`config.mk`:
```
export PLATFORM = sky130hd
export DESIGN_NAME = bagu_seq
export DESIGN_NICKNAME = d
export VERILOG_FILES = /design/src/sv/bagu_pkg.sv /design/src/sv/bagu_seq.sv
export SDC_FILE = /design/constraint.sdc
export NUM_CORES = 1
export LEC_CHECK = 0
export BUFFER_PORTS_ARGS = -buffer_cell sky130_fd_sc_hd__buf_2
export CELL_PAD_IN_SITES_DETAIL_PLACEMENT = 1
export CELL_PAD_IN_SITES_GLOBAL_PLACEMENT = 1
export CORE_MARGIN = 2
export CORE_UTILIZATION = 32
export DETAILED_ROUTE_END_ITERATION = 10
export MAX_ROUTING_LAYER = met4
export PLACE_DENSITY_LB_ADDON = 0.1
export SKIP_CTS_REPAIR_TIMING = 1
export SYNTH_ARGS = -nofsm -noshare
export SYNTH_HDL_FRONTEND = slang
export SYNTH_SLANG_ARGS = --single-unit
```
`constraint.sdc`:
```
create_clock -name clk -period 3 [get_ports clk]
set_input_delay 0.6 -clock clk [delete_from_list [all_inputs] [get_ports clk]]
set_output_delay 0.6 -clock clk [all_outputs]
set_load 0.02 [all_outputs]
```
`src/sv/bagu_pkg.sv`:
```
// shared types, constants and tile-code table for the autotile grid update block
`timescale 1ns / 1ps
package bagu_pkg;

	// default grid storage size
	localparam int unsigned MAX_COLUMNS_DEF = 64;
	localparam int unsigned MAX_ROWS_DEF    = 64;

	// configuration port
	localparam int CFG_W     = 7;
	localparam int CFG_IDX_W = 2;
	localparam logic [CFG_IDX_W-1:0] CFG_MODE = 2'd0;
	localparam logic [CFG_IDX_W-1:0] CFG_COLS = 2'd1;
	localparam logic [CFG_IDX_W-1:0] CFG_ROWS = 2'd2;
	localparam logic [CFG_W-1:0] COLS_RST = 7'd32;
	localparam logic [CFG_W-1:0] ROWS_RST = 7'd18;

	// stored cell word: occupied flag over a 6-bit code
	localparam int CELL_W = 7;
	localparam int OCC    = 6;
	localparam logic [5:0] CODE_ISOLATED = 6'd47;

	typedef struct packed {
		logic       action;
		logic [5:0] cell_column;
		logic [5:0] cell_row;
	} item_t;

	typedef struct packed {
		logic       status;
		logic [5:0] out_column;
		logic [5:0] out_row;
		logic       cell_empty;
		logic [5:0] tile_code;
		logic       last_result;
	} result_t;

	// gated 8-neighbour masks in tile-code order (code = place + 1)
	localparam int NUM_BLOB = 46;
	localparam logic [7:0] BLOB_MASKS [NUM_BLOB] = '{
		8'd2,   8'd8,   8'd10,  8'd11,  8'd16,  8'd18,  8'd22,  8'd24,
		8'd26,  8'd27,  8'd30,  8'd31,  8'd64,  8'd66,  8'd72,  8'd74,
		8'd75,  8'd80,  8'd82,  8'd86,  8'd88,  8'd90,  8'd91,  8'd94,
		8'd95,  8'd104, 8'd106, 8'd107, 8'd120, 8'd122, 8'd123, 8'd126,
		8'd127, 8'd208, 8'd210, 8'd214, 8'd216, 8'd218, 8'd219, 8'd222,
		8'd223, 8'd248, 8'd250, 8'd251, 8'd254, 8'd255
	};

	// map a gated mask to its blob tile code; an empty mask gives the isolated tile
	function automatic logic [5:0] blob_code(input logic [7:0] mask);
		logic [5:0] code;
		code = CODE_ISOLATED;
		for (int k = 0; k < NUM_BLOB; k++) begin
			if (BLOB_MASKS[k] == mask) begin
				code = 6'(k + 1);
			end
		end
		return code;
	endfunction

	// sequencer step addresses
	localparam int STEP_W = 4;
	localparam logic [STEP_W-1:0] ST_CLEAR  = 4'd0;
	localparam logic [STEP_W-1:0] ST_IDLE   = 4'd1;
	localparam logic [STEP_W-1:0] ST_CHECK  = 4'd2;
	localparam logic [STEP_W-1:0] ST_CENTER = 4'd3;
	localparam logic [STEP_W-1:0] ST_READ   = 4'd4;
	localparam logic [STEP_W-1:0] ST_DRAIN  = 4'd5;
	localparam logic [STEP_W-1:0] ST_EMIT   = 4'd6;
	localparam logic [STEP_W-1:0] ST_RETURN = 4'd7;
	localparam logic [STEP_W-1:0] ST_ERROR  = 4'd8;

	// jump conditions
	typedef enum logic [2:0] {
		JC_NEXT,
		JC_ALWAYS,
		JC_NOT_START,
		JC_ERR,
		JC_CNT_MORE,
		JC_CLR_MORE
	} jcond_t;

	// one control word
	typedef struct packed {
		logic              clr_wr;
		logic              idle;
		logic              ctr_clr;
		logic              center_wr;
		logic              rd_issue;
		logic              emit;
		logic              err_emit;
		logic [2:0]        span_last;
		jcond_t            jc;
		logic [STEP_W-1:0] target;
	} uop_t;

	localparam uop_t UOP_NOP = '{
		clr_wr:    1'b0,
		idle:      1'b0,
		ctr_clr:   1'b0,
		center_wr: 1'b0,
		rd_issue:  1'b0,
		emit:      1'b0,
		err_emit:  1'b0,
		span_last: 3'd0,
		jc:        JC_NEXT,
		target:    ST_IDLE
	};

	// datapath status seen by the sequencer
	typedef struct packed {
		logic start;
		logic err;
		logic cnt_more;
		logic clr_more;
	} seq_flags_t;

endpackage

```
`src/sv/bagu_seq.sv`:
```
// microcode sequencer: control store, step counter and conditional jumps
`timescale 1ns / 1ps
module bagu_seq (
	input  logic              clk,
	input  logic              arst_n,
	input  bagu_pkg::seq_flags_t flags,
	output bagu_pkg::uop_t    uop
);
	import bagu_pkg::*;

	logic [STEP_W-1:0] step_q;
	logic              take;

	// control store
	always_comb begin
		uop = UOP_NOP;
		unique case (step_q)
			ST_CLEAR: begin
				uop.clr_wr = 1'b1;
				uop.jc     = JC_CLR_MORE;
				uop.target = ST_CLEAR;
			end
			ST_IDLE: begin
				uop.idle    = 1'b1;
				uop.ctr_clr = 1'b1;
				uop.jc      = JC_NOT_START;
				uop.target  = ST_IDLE;
			end
			ST_CHECK: begin
				uop.jc     = JC_ERR;
				uop.target = ST_ERROR;
			end
			ST_CENTER: begin
				uop.center_wr = 1'b1;
				uop.ctr_clr   = 1'b1;
			end
			ST_READ: begin
				uop.rd_issue  = 1'b1;
				uop.span_last = 3'd4;
				uop.jc        = JC_CNT_MORE;
				uop.target    = ST_READ;
			end
			ST_DRAIN: begin
				uop.ctr_clr = 1'b1;
			end
			ST_EMIT: begin
				uop.emit      = 1'b1;
				uop.span_last = 3'd2;
				uop.jc        = JC_CNT_MORE;
				uop.target    = ST_EMIT;
			end
			ST_RETURN: begin
				uop.jc     = JC_ALWAYS;
				uop.target = ST_IDLE;
			end
			ST_ERROR: begin
				uop.err_emit = 1'b1;
				uop.jc       = JC_ALWAYS;
				uop.target   = ST_IDLE;
			end
			default: begin
				uop.jc     = JC_ALWAYS;
				uop.target = ST_IDLE;
			end
		endcase
	end

	// jump condition select
	always_comb begin
		unique case (uop.jc)
			JC_NEXT:      take = 1'b0;
			JC_ALWAYS:    take = 1'b1;
			JC_NOT_START: take = !flags.start;
			JC_ERR:       take = flags.err;
			JC_CNT_MORE:  take = flags.cnt_more;
			JC_CLR_MORE:  take = flags.clr_more;
			default:      take = 1'b0;
		endcase
	end

	// step counter
	always_ff @(posedge clk or negedge arst_n) begin
		if (!arst_n) begin
			step_q <= ST_CLEAR;
		end else begin
			step_q <= take ? uop.target : step_q + 1'b1;
		end
	end

endmodule

```
==> flow_metrics.env <==
export IMPL_vias_in_the_first_global_route=442
export IMPL_synthesis_instances=59
export IMPL_placement_io_buffers=21
export IMPL_launching_point_of_the_worst_reg2reg_path="step_q[0]"
export IMPL_total_i_o_pin_count=23
export IMPL_critical_path_cell_count=5
export IMPL_cts_buffers_inserted=3
export IMPL_netSwitchingFraction=0.502
export IMPL_clock_skews_ns=0.000966
export IMPL_floorplan_initialDensity=0.348
export IMPL_number_of_enable_type_register_cells_in_the_synthesized_netlist=0
export IMPL_cts_root_to_sink_buffers=2
export IMPL_synth_commonest_cells="nor2_1 (6), and2_1 (4), dfrtp_1 (4), ha_1 (4), or2_2 (4)"
export IMPL_largest_register="step_q"
export IMPL_antennaDiodeCount=0
export IMPL_cp_required_ns=2.40
export IMPL_critical_path_max_stage_delay_ns=0.38
export IMPL_placementRows=14
export IMPL_worstRegToRegCells=6
export IMPL_die_h_um=44.7
export IMPL_final_nets=89
export IMPL_detail_route_first_pass_iterations=4
export IMPL_comb_pwr_share=0.793
export IMPL_synthMostInstantiatedCell="nor2_1"
export IMPL_cp_slowest_cell="dfrtp_1"
export IMPL_timing_max_cap_violations=0
export IMPL_layout_area_overhead_vs_synth_pct=20.0
export IMPL_worst_setup_path_start_kind="register"
export IMPL_path_buf_inv=2
export IMPL_crit_path_start="step_q[0]"
export IMPL_fin_setup_tns_ns=0
export IMPL_crit_fanout=11
export IMPL_cts_htree_levels=1
export IMPL_largest_register_ff_count=4
export IMPL_synth_top_cells_by_area="dfrtp_1 (19%), ha_1 (9.4%), mux2_4 (8.5%)"
export IMPL_timing_worst_setup_path_type="register to primary output"
export IMPL_worstSkewPairLatency_ns=0.24
export IMPL_grt_max_degree=17
export IMPL_ctsRootBufferMaster="clkbuf_4"
export IMPL_grt_pass1_wl_mm=2.04
export IMPL_synth_flop_cell="dfrtp_1"
export IMPL_unrepaired_setup_endpoints_after_global_routing="false"
export IMPL_hold_path_class="input pin to asynchronous set/reset pin"
export IMPL_ant_nets=0
export IMPL_layout_min_cycle_time_ns=2.59
export IMPL_viasPerCell=5.00
export IMPL_synth_nets=69
export IMPL_layout_drive_gt1_share=0.442
export IMPL_synth_cell_types=29
export IMPL_drcViolationCount=0
export IMPL_cts_num_sinks=4
export IMPL_final_min_period_over_clock_period=0.862
export IMPL_syn_cell_area_um2=531
export IMPL_peak_supply_drop_mv=0.453
export IMPL_p_sw_mw=0.435
export IMPL_seqPwrFrac=0.131
export IMPL_number_of_failing_hold_endpoints_at_the_final_stage=0
export IMPL_clock_fmax_mhz=387
export IMPL_first_iter_violations=10
export IMPL_postSynth_asyncResetShare=1.00
export IMPL_clk_pin_slew_worst_paths_ns=0.04
export IMPL_path_delay_family="flip-flops"
export IMPL_finalWirelength_mm=1.28
export IMPL_ys_warnings_count=0
export IMPL_core_area_um2=1520
export IMPL_finalSetupViolations=0
export IMPL_place_detailed_instances=90
export IMPL_final_max_tran_viols=0
export IMPL_reg_largest_list="step_q x4"
export IMPL_gp_congestion=0.726
export IMPL_share_clk_of_total_power=0.077
export IMPL_power_density_nw_per_um2=1360
export IMPL_p_int_mw=0.432
export IMPL_power_leakage_nw=0.350
export IMPL_synth_sequential_area_ratio=0.189
export IMPL_detailroute_via_count=465
export IMPL_setup_reg_to_reg_worst_slack_ns=0.69
export IMPL_post_synth_cell_area_avg_um2=8.99
export IMPL_die_w_um=44.7
export IMPL_critical_path_cell_chain="inv_1 > ha_1 > or2_2 > o311ai_4 > buf_2"
export IMPL_synth_ff_latch_count=4
export IMPL_tritoncts="yes"
export IMPL_grt_usage=0.146
export IMPL_outcome="finished, final reports clean"
export IMPL_worst_endpoint_arrival_ns=1.99
export IMPL_die_area_um2=2000
export IMPL_yosys_area_top_type_share=0.189
export IMPL_post_dp_hpwl_um=970
export IMPL_regToRegEndpoint="step_q[1]"
export IMPL_timing_critical_path_to_type="primary output"
export IMPL_critPathCapture="uop[4]"
export IMPL_antenna_violations_before_repair=0
export IMPL_grt_overflow_total=0
export IMPL_post_drt_wl_per_cell_um=13.8
export IMPL_synth_top_area_cell="dfrtp_1"
export IMPL_non_filler_instance_count_after_layout=93
[metrics by stage]
stage / power [mW] / hold slack, ns / utilization / worst slack [ns] / instance area [µm²]
floorplan: 0.667 / 0.304 / - / 0.822 / 531
global placement: 0.809 / 0.412 / 0.403 / 0.677 / 614
detailed placement: 0.810 / 0.412 / 0.403 / 0.662 / 614
CTS: 0.881 / 0.159 / 0.418 / 0.406 / 637
global route: 0.936 / 0.162 / 0.418 / 0.309 / 637
finish: 0.868 / 0.162 / 0.418 / 0.414 / 637
[worst reg2reg max path, delay by kind of cell (launching register included)]
family,cells,cell delay [ns]
buffers and inverters,1,0.13
multiplexers,1,0.33
flip-flops,1,0.40
AO/OA/AOI/OAI,1,0.31
adder cells (fa/ha/maj),1,0.36
AND/OR/NAND/NOR,2,0.66
[cells in the final DEF (no fill, tap or decap), types with 2 or more instances in the layout]
cell	n
nor2b_1	2
inv_1	3
or2_2	4
o21ai_0	2
dfrtp_1	4
nor2_1	6
nand2_1	2
and2_1	4
ha_1	4
and3_1	3
nand3_1	2
buf_2	21
mux2_4	3
clkbuf_4	3
[power by group through the flow]
stage          combinational (mW)  clock (mW)  sequential (mW)
3_3_place_gp                0.696           0            0.112
4_1_cts                     0.699      0.0693            0.113
6_report                    0.688      0.0664            0.113
5_1_grt                     0.747      0.0719            0.118
3_5_place_dp                0.696           0            0.114
2_1_floorplan               0.570           0           0.0966
[metal layers]
layer,global-route usage,part of all wire
met2,0.232,0.46
met3,0.0480,0.058
met4,0.0364,0
met5,-,0
met1,0.178,0.48
[area by class of cell]
| class | instances | area (µm²) |
|---|---|---|
| sequential | 4 | 100 |
| tap | 16 | 20.0 |
| timing repair buffer | 21 | 105 |
| fill | 194 | 887 |
| multi-input combinational | 46 | 378 |
| clock buffer | 3 | 22.5 |
| inverter | 3 | 11.3 |
[how the worst min path moves through the flow]
stage / slack [ns] / endpoint / from / depth (start not counted)
floorplan: 0.30 / step_q[0] / arst_n / 0
global placement: 0.41 / step_q[2] / arst_n / 1
detailed placement: 0.41 / step_q[2] / arst_n / 1
CTS: 0.16 / step_q[2] / arst_n / 1
global route: 0.16 / step_q[2] / arst_n / 1
finish: 0.16 / step_q[2] / arst_n / 1
[kinds of logic after synthesis]
logic type,after synthesis,synth area share
xor gates and xnor gates,2,0.0330
and+or+nand+nor,26,0.285
buffers and inverters,9,0.0991
adders and majority gates,4,0.0943
muxes,3,0.0849
DFF,4,0.189
other,1,0.00707
AOI/OAI and AO/OA,10,0.208
No activity file was read; power rests on OpenSTA's default activity.
